--- src/rtl/core/gra_pkg.sv ---
package gra_pkg;

  localparam int MAX_NODES = 256;
  localparam int MAX_FREE  = 128;
  localparam int NODE_AW   = $clog2(MAX_NODES);
  localparam int NCNT_W    = $clog2(MAX_NODES + 1);
  localparam int FREE_AW   = $clog2(MAX_FREE);
  localparam int FCNT_W    = $clog2(MAX_FREE + 1);
  localparam int CFG_IDX_W = 1;
  localparam int CFG_DW    = 16;

  localparam logic [CFG_IDX_W-1:0] REG_ATLAS_W = 1'b0;
  localparam logic [CFG_IDX_W-1:0] REG_ATLAS_H = 1'b1;
  localparam logic [15:0]          ATLAS_RST   = 16'd1024;

  typedef logic [15:0] coord_t;

  typedef struct packed {
    coord_t x;
    coord_t y;
    coord_t w;
    coord_t h;
  } rect_t;

  typedef logic [1:0] res_kind_t;
  localparam res_kind_t RES_FAIL = 2'd0;
  localparam res_kind_t RES_GET  = 2'd1;
  localparam res_kind_t RES_INS  = 2'd2;

  typedef logic [1:0] nsel_t;
  localparam nsel_t NSEL_A = 2'd0;
  localparam nsel_t NSEL_B = 2'd1;
  localparam nsel_t NSEL_C = 2'd2;

  typedef struct packed {
    logic      latch_req;
    logic      idx_clr;
    logic      idx_fc;
    logic      idx_inc;
    logic      idx_dec;
    logic      f_rd;
    logic      f_rd_prev;
    logic      f_wr_elem;
    logic      f_wr_move;
    logic      sel_c;
    logic      src_load;
    logic      n_rd;
    logic      n_wr;
    nsel_t     nsel;
    logic      load_res;
    res_kind_t kind;
    logic      commit;
  } cmd_t;

  typedef struct packed {
    logic func;
    logic full;
    logic fit;
    logic scan_last;
    logic idx_zero;
    logic move;
    logic out_busy;
  } sts_t;

endpackage

--- src/rtl/core/gra_ctrl.sv ---
module gra_ctrl (
  input  logic          clk,
  input  logic          rst_n,
  input  logic          in_valid,
  output logic          in_ready,
  input  gra_pkg::sts_t sts,
  output gra_pkg::cmd_t cmd
);
  import gra_pkg::*;

  localparam logic [3:0] S_IDLE     = 4'd0;
  localparam logic [3:0] S_CHECK    = 4'd1;
  localparam logic [3:0] S_SCAN_RD  = 4'd2;
  localparam logic [3:0] S_SCAN_CHK = 4'd3;
  localparam logic [3:0] S_NODE_A   = 4'd4;
  localparam logic [3:0] S_NODE_B   = 4'd5;
  localparam logic [3:0] S_NODE_C   = 4'd6;
  localparam logic [3:0] S_SINK_RD  = 4'd7;
  localparam logic [3:0] S_SINK_CHK = 4'd8;
  localparam logic [3:0] S_DONE     = 4'd9;

  logic [3:0] state_r, state_nxt;
  logic       phase_c_r, phase_c_nxt;
  res_kind_t  kind_r, kind_nxt;
  logic       sink_end;

  always_ff @(posedge clk) begin
    if (!rst_n) begin
      state_r   <= S_IDLE;
      phase_c_r <= 1'b0;
      kind_r    <= RES_FAIL;
    end else begin
      state_r   <= state_nxt;
      phase_c_r <= phase_c_nxt;
      kind_r    <= kind_nxt;
    end
  end

  assign in_ready = state_r == S_IDLE;

  always_comb begin
    cmd         = '0;
    state_nxt   = state_r;
    phase_c_nxt = phase_c_r;
    kind_nxt    = kind_r;
    sink_end    = 1'b0;
    cmd.sel_c   = phase_c_r;
    case (state_r)
      S_IDLE: begin
        if (in_valid) begin
          cmd.latch_req = 1'b1;
          state_nxt     = S_CHECK;
        end
      end
      S_CHECK: begin
        if (sts.func) begin
          cmd.n_rd  = 1'b1;
          kind_nxt  = RES_GET;
          state_nxt = S_DONE;
        end else if (sts.full) begin
          kind_nxt  = RES_FAIL;
          state_nxt = S_DONE;
        end else begin
          cmd.idx_clr = 1'b1;
          state_nxt   = S_SCAN_RD;
        end
      end
      S_SCAN_RD: begin
        cmd.f_rd  = 1'b1;
        state_nxt = S_SCAN_CHK;
      end
      S_SCAN_CHK: begin
        if (sts.fit) begin
          cmd.src_load = 1'b1;
          state_nxt    = S_NODE_A;
        end else if (sts.scan_last) begin
          kind_nxt  = RES_FAIL;
          state_nxt = S_DONE;
        end else begin
          cmd.idx_inc = 1'b1;
          state_nxt   = S_SCAN_RD;
        end
      end
      S_NODE_A: begin
        cmd.n_wr  = 1'b1;
        cmd.nsel  = NSEL_A;
        state_nxt = S_NODE_B;
      end
      S_NODE_B: begin
        cmd.n_wr  = 1'b1;
        cmd.nsel  = NSEL_B;
        state_nxt = S_NODE_C;
      end
      S_NODE_C: begin
        cmd.n_wr    = 1'b1;
        cmd.nsel    = NSEL_C;
        phase_c_nxt = 1'b0;
        state_nxt   = S_SINK_RD;
      end
      S_SINK_RD: begin
        if (sts.idx_zero) begin
          cmd.f_wr_elem = 1'b1;
          sink_end      = 1'b1;
        end else begin
          cmd.f_rd_prev = 1'b1;
          state_nxt     = S_SINK_CHK;
        end
      end
      S_SINK_CHK: begin
        if (sts.move) begin
          cmd.f_wr_move = 1'b1;
          cmd.idx_dec   = 1'b1;
          state_nxt     = S_SINK_RD;
        end else begin
          cmd.f_wr_elem = 1'b1;
          sink_end      = 1'b1;
        end
      end
      S_DONE: begin
        if (!sts.out_busy) begin
          cmd.load_res = 1'b1;
          cmd.kind     = kind_r;
          cmd.commit   = kind_r == RES_INS;
          state_nxt    = S_IDLE;
        end
      end
      default: begin
        state_nxt = S_IDLE;
      end
    endcase
    if (sink_end) begin
      if (!phase_c_r) begin
        phase_c_nxt = 1'b1;
        cmd.idx_fc  = 1'b1;
        state_nxt   = S_SINK_RD;
      end else begin
        kind_nxt  = RES_INS;
        state_nxt = S_DONE;
      end
    end
  end

endmodule

--- config.mk ---
export PLATFORM = sky130hd
export DESIGN_NAME = gra_ctrl
export DESIGN_NICKNAME = d
export VERILOG_FILES = /design/src/rtl/core/gra_pkg.sv /design/src/rtl/core/gra_ctrl.sv
export SDC_FILE = /design/constraint.sdc
export NUM_CORES = 1
export LEC_CHECK = 0
export ABC_AREA = 0
export BUFFER_PORTS_ARGS = -buffer_cell sky130_fd_sc_hd__clkbuf_2
export CAP_MARGIN = 0
export CORE_MARGIN = 3
export CORE_UTILIZATION = 38
export CTS_BUF_LIST = sky130_fd_sc_hd__clkbuf_8
export CTS_CLUSTER_DIAMETER = 100
export DETAILED_ROUTE_END_ITERATION = 16
export GPL_ROUTABILITY_DRIVEN = 0
export HOLD_SLACK_MARGIN = 0.05
export PLACE_DENSITY = 0.69
export SLEW_MARGIN = 20
export SYNTH_ARGS = -nofsm -noshare
export SYNTH_HDL_FRONTEND = slang
export SYNTH_SLANG_ARGS = --single-unit
--- constraint.sdc ---
create_clock -name clk -period 1.4 [get_ports clk]
set_input_delay 0.28 -clock clk [delete_from_list [all_inputs] [get_ports clk]]
set_output_delay 0.28 -clock clk [all_outputs]
set_load 0.01 [all_outputs]
=== After elaboration in Yosys (flattened, before gate mapping) ===
Index checks and enable logic that the tools add are counted.

* Equal/unequal tests: 14
* Mux-type cells: 46
* Reduce and logical (&&, ||, !) cells: 2

{| class="wikitable"
|+ Operators with widths
! kind !! count
|-
| 2-to-1 mux 4 bit || 12
|-
| one-hot mux 4 bit (10 select lines) || 1
|-
| 2-to-1 mux 1 bit || 24
|-
| == test 4 x 3 -> 1 bit, second input constant || 4
|-
| 2-to-1 mux 2 bit || 6
|-
| != test 3 bit, second input constant || 3
|-
| one-hot mux 3 bit (3 select lines) || 1
|-
| == test 4 x 2 -> 1 bit, second input constant || 2
|-
| == test 4 bit, second input constant || 2
|-
| == test 4 x 1 -> 1 bit, second input constant || 1
|-
| logical NOT 4 bit || 1
|-
| one-hot mux 2 bit (2 select lines) || 1
|-
| AND reduction 4 bit || 1
|-
| != test 3 x 2 -> 1 bit, second input constant || 1
|-
| == test 2 bit, second input constant || 1
|-
| one-hot mux 1 bit (2 select lines) || 1
|}

* Bits in registers: 7
* Input port bits: 10
* Output and inout bits: 20
* Logic and storage cells: 65

=== Longest topological paths before layout ===
* Word-level depth: 5
* Gate-level depth with buffers: 6
* Mapped depth without buffers: 5

=== Least setup slack after synthesis ===
OpenSTA, ideal clock, no wires.

* Path type: flip-flop to output port
* Start: register state_r[0]
* End: output port cmd[0] (netlist name)
* Arrival: 1.448 ns
* Required time: 1.120 ns
* Slack: -0.328 ns
* Cell stages (with the launch flop): 6
* Cell sequence: dfxtp_1 buf_4 nand2b_1 nor4b_2 and2_1 nor2b_1

{| class="wikitable"
|+ RTL lines
! what !! line !! RTL
|-
| start: declaration || gra_ctrl.sv:22 || <nowiki>logic [3:0] state_r, state_nxt;</nowiki>
|-
| start signal: assignment || gra_ctrl.sv:33 || <nowiki>state_r <= state_nxt;</nowiki>
|-
| end: declaration || gra_ctrl.sv:7 || <nowiki>output gra_pkg::cmd_t cmd</nowiki>
|}

==> impl_metrics.py <==
metrics = {
    "routing": {
        "drc": 0,
        "via_count": 803,
        "drt_first_pass_iters": 4,
        "viasPerCell": 5.426,
        "drtIter0Drc": 10,
        "antenna_left": 0,
        "routedWlPerCell_um": 15.27,
        "wl_um": 2260,
    },
    "layout": {
        "drive_gt1_share_pct": 68.18,
        "final.fill_count": 117,
        "area_growth_pct": 86.18,
        "antennaDiodeCount": 0,
        "finalNetCount": 143,
    },
    "timing": {
        "finalHoldViolations": 0,
        "rsz0062_at_grt": "yes",
        "worstMarginPinSlew_ns": 0.2678,
        "setup_viol": 26,
        "clock.fmax_mhz": 560.2,
        "min_period_ns": 1.785,
        "max-slew-margin-rel_pct": 82.13,
        "fin_crit_sh_pct": 127.5,
        "skew_ns": 0.001754,
        "slew_violations": 0,
        "layout_setup_ws_ns": -0.3852,
    },
    "synthesis": {
        "synth_flop_cell": "dfxtp_1",
        "synth_top_family_by_area": "simple AND/OR/NAND/NOR gates",
        "yosys-mux-area-fraction_pct": 1.536,
        "synthXorXnorAreaFrac_pct": 0,
        "netlist_area_um2": 651.9,
        "synth_commonest_cells": "8 x a21oi_1, 7 x dfxtp_1, 7 x nor2_1, 6 x nand2b_1",
        "syn_area_per_cell_um2": 7.854,
        "synth.area.top_cells": "dfxtp_1 21%, a21oi_1 6.1%, nand2b_1 5.8%",
        "async_reset_ff_share_pct": 0,
        "synth-simple-area-share_pct": 39.16,
        "ys_types": 39,
        "synth-adder-area-share_pct": 0,
        "synth_area_leader_cell": "dfxtp_1",
        "netlist.area_leader.share_pct": 21.50,
        "synth_compound_area_share_pct": 23.42,
        "ys.warnings.count": 0,
        "synthCells": 83,
        "synth_enable_flop_cells": 0,
        "syn-num-nets": 93,
        "yosys.cell_count.top_type": "a21oi_1",
        "yosysSeqAreaShare_pct": 21.50,
        "synth_seq_cells": 7,
    },
    "global_route": {
        "grt_max_degree": 16,
        "grt_pass1_wl_um": 3174,
        "grt_pass1_vias": 717,
        "antenna_found_initial": 0,
        "grtUsageTotal_pct": 20.69,
        "grt-ovfl-total": 0,
    },
    "place": {
        "numPortBuffers": 29,
        "place_ws_ns": -0.1608,
        "hpwl_um": 1457,
    },
    "power_and_ir_drop": {
        "p_total_uw": 2300,
        "p_clk_share_pct": 11.6,
        "p_switching_uw": 953.8,
        "seq_power_share_pct": 14.2,
        "p_comb_share_pct": 74.2,
        "powerDensity_mw_per_mm2": 1895,
        "peakVddDrop_v": 0.001440,
        "sw_frac_of_total_pct": 41.48,
        "p_leak_uw": 0.0005547,
        "intPower_uw": 1346,
    },
    "worst_hold_path": {
        "min_path_cells": 3,
        "hp-class": "in2reg",
        "hp-start": "rst_n",
        "holdPathEnd": "state_r[1]",
    },
    "job": {
        "maxCapViolations": 0,
    },
    "floorplan": {
        "coreArea_mm2": 0.001559,
        "pin_count": 30,
        "die-height_um": 47.42,
        "rows": 14,
        "initial_utilization_pct": 41.81,
        "dieArea_mm2": 0.002249,
        "die_x_um": 47.42,
    },
    "setup_path": {
        "regToRegSetupSlack_ns": -0.15,
        "worstSetupPathType": "reg2out",
        "slowest_stage": "or4b_4",
        "worstPathArrival_ns": 1.51,
        "r2r-end": "kind_r[0]",
        "r2r_cells": 7,
        "slowest_delay_ns": 0.55,
        "path_cells": "or4b_4 > a2bb2oi_4 > clkinv_4 > nand2b_4 > inv_2 > buf_6",
        "path_buf_inv": 3,
        "endpoint_kind": "output port",
        "critPathMaxFanout": 3,
        "critPathLaunchType": "flip-flop",
        "critPathTopFamily": "simple AND/OR/NAND/NOR gates",
        "r2r-start": "state_r[3]",
        "cp.required_ns": 1.12,
    },
    "outcome": {
        "violations": "setup timing",
        "status": "complete, but fails checks",
    },
    "cts": {
        "cts-htree-levels": 1,
        "path_clk_slew_ns": 0.04,
        "cts_tree": "done",
        "clk_path_buf_depth": 2,
        "hold_buffers": 0,
        "cts_root_buffer": "clkbuf_8",
        "cts.sinks": 7,
        "clk_latency_ns": 0.22,
        "cts_buffers": 3,
    },
}
[registers in the layout, summed over array words and instances (netlist names)]
signal,flops
kind_r,2
phase_c_r,1
state_r,4
[worst max path at each step]
| stage | cells past startpoint | endpoint | start | slack, ns |
|---|---|---|---|---|
| 6_report | 6 | cmd[16] | state_r[1] | -0.39 |
| 5_1_grt | 6 | cmd[0] | state_r[0] | -0.43 |
| 4_1_cts | 6 | cmd[16] | state_r[0] | -0.39 |
| 3_5_place_dp | 6 | cmd[16] | state_r[0] | -0.16 |
| 3_3_place_gp | 6 | cmd[16] | state_r[0] | -0.14 |
| 2_1_floorplan | 5 | cmd[0] | state_r[0] | -0.11 |
[cells by family after synthesis]
kind of cell / after synthesis
AO/OA/AOI/OAI: 22
AND/OR/NAND/NOR: 38
buffers and inverters: 15
multiplexers: 1
flip-flops: 7
[cell type report]
class	count	area, µm²	share of cell area [%]
multi-input cells	61	574.3	47.32
repair buffers	53	399.1	32.89
flip-flops and latches	7	143.9	11.86
clock buffers	3	41.29	3.402
inverters	7	31.28	2.577
well taps	16	20.02	1.649
clock inverters	1	3.754	0.3093
[power groups by stage]
| stage | Sequential, µW | Combinational (µW) | Clock [µW] |
|---|---|---|---|
| after floorplan | 315 | 816 | 0 |
| after global routing | 331 | 1820 | 285 |
| after detailed placement | 317 | 1170 | 0 |
| after CTS | 321 | 1430 | 271 |
| after global placement | 309 | 1150 | 0 |
| final | 327 | 1710 | 267 |
[cell usage in the layout, fill, tap and decap left out, types with 4 or more instances in the layout]
cell type  count
a21oi_1        5
clkbuf_2      11
buf_6         11
buf_4         16
inv_1          6
dfxtp_1        4
nor3_2         4
buf_2         13
nand2b_1       4
nor2_1         5
[metal layers]
layer	share of wire (%)	GRT usage, %
met1	43	25.51
met2	51	35.83
met3	5.2	5.639
met4	1.3	4.420
met5	0	0
[worst reg2reg max path: stages (launching register included)]
cell and delay (ns):
dfxtp_2 0.32, buf_6 0.11, or2_4 0.28, buf_12 0.14, buf_8 0.12, a211o_1 0.23
a21oi_2 0.16, nor3b_2 0.06
[stage by stage]
step           setup TNS, ns  cell area, µm²  utilization (%)  instances  hold WS, ns
3_5_place_dp          -1.563           928.4            59.55        136       0.4699
4_1_cts               -5.012            1110            71.19        146       0.3997
3_3_place_gp          -1.211           928.4            59.55        136       0.4704
2_1_floorplan        -0.5257           713.2                -         83       0.4504
5_1_grt               -6.497            1214            77.85        148       0.4453
6_report              -5.180            1214            77.85        148       0.4097
[what timing repair did]
action / CTS / global route
resized for setup: 21 / 35
setup buffers: 7 / 7
pin swaps: 14 / 11
setup endpoints to repair: 26 / 26
No activity file was read; power rests on OpenSTA's default activity.
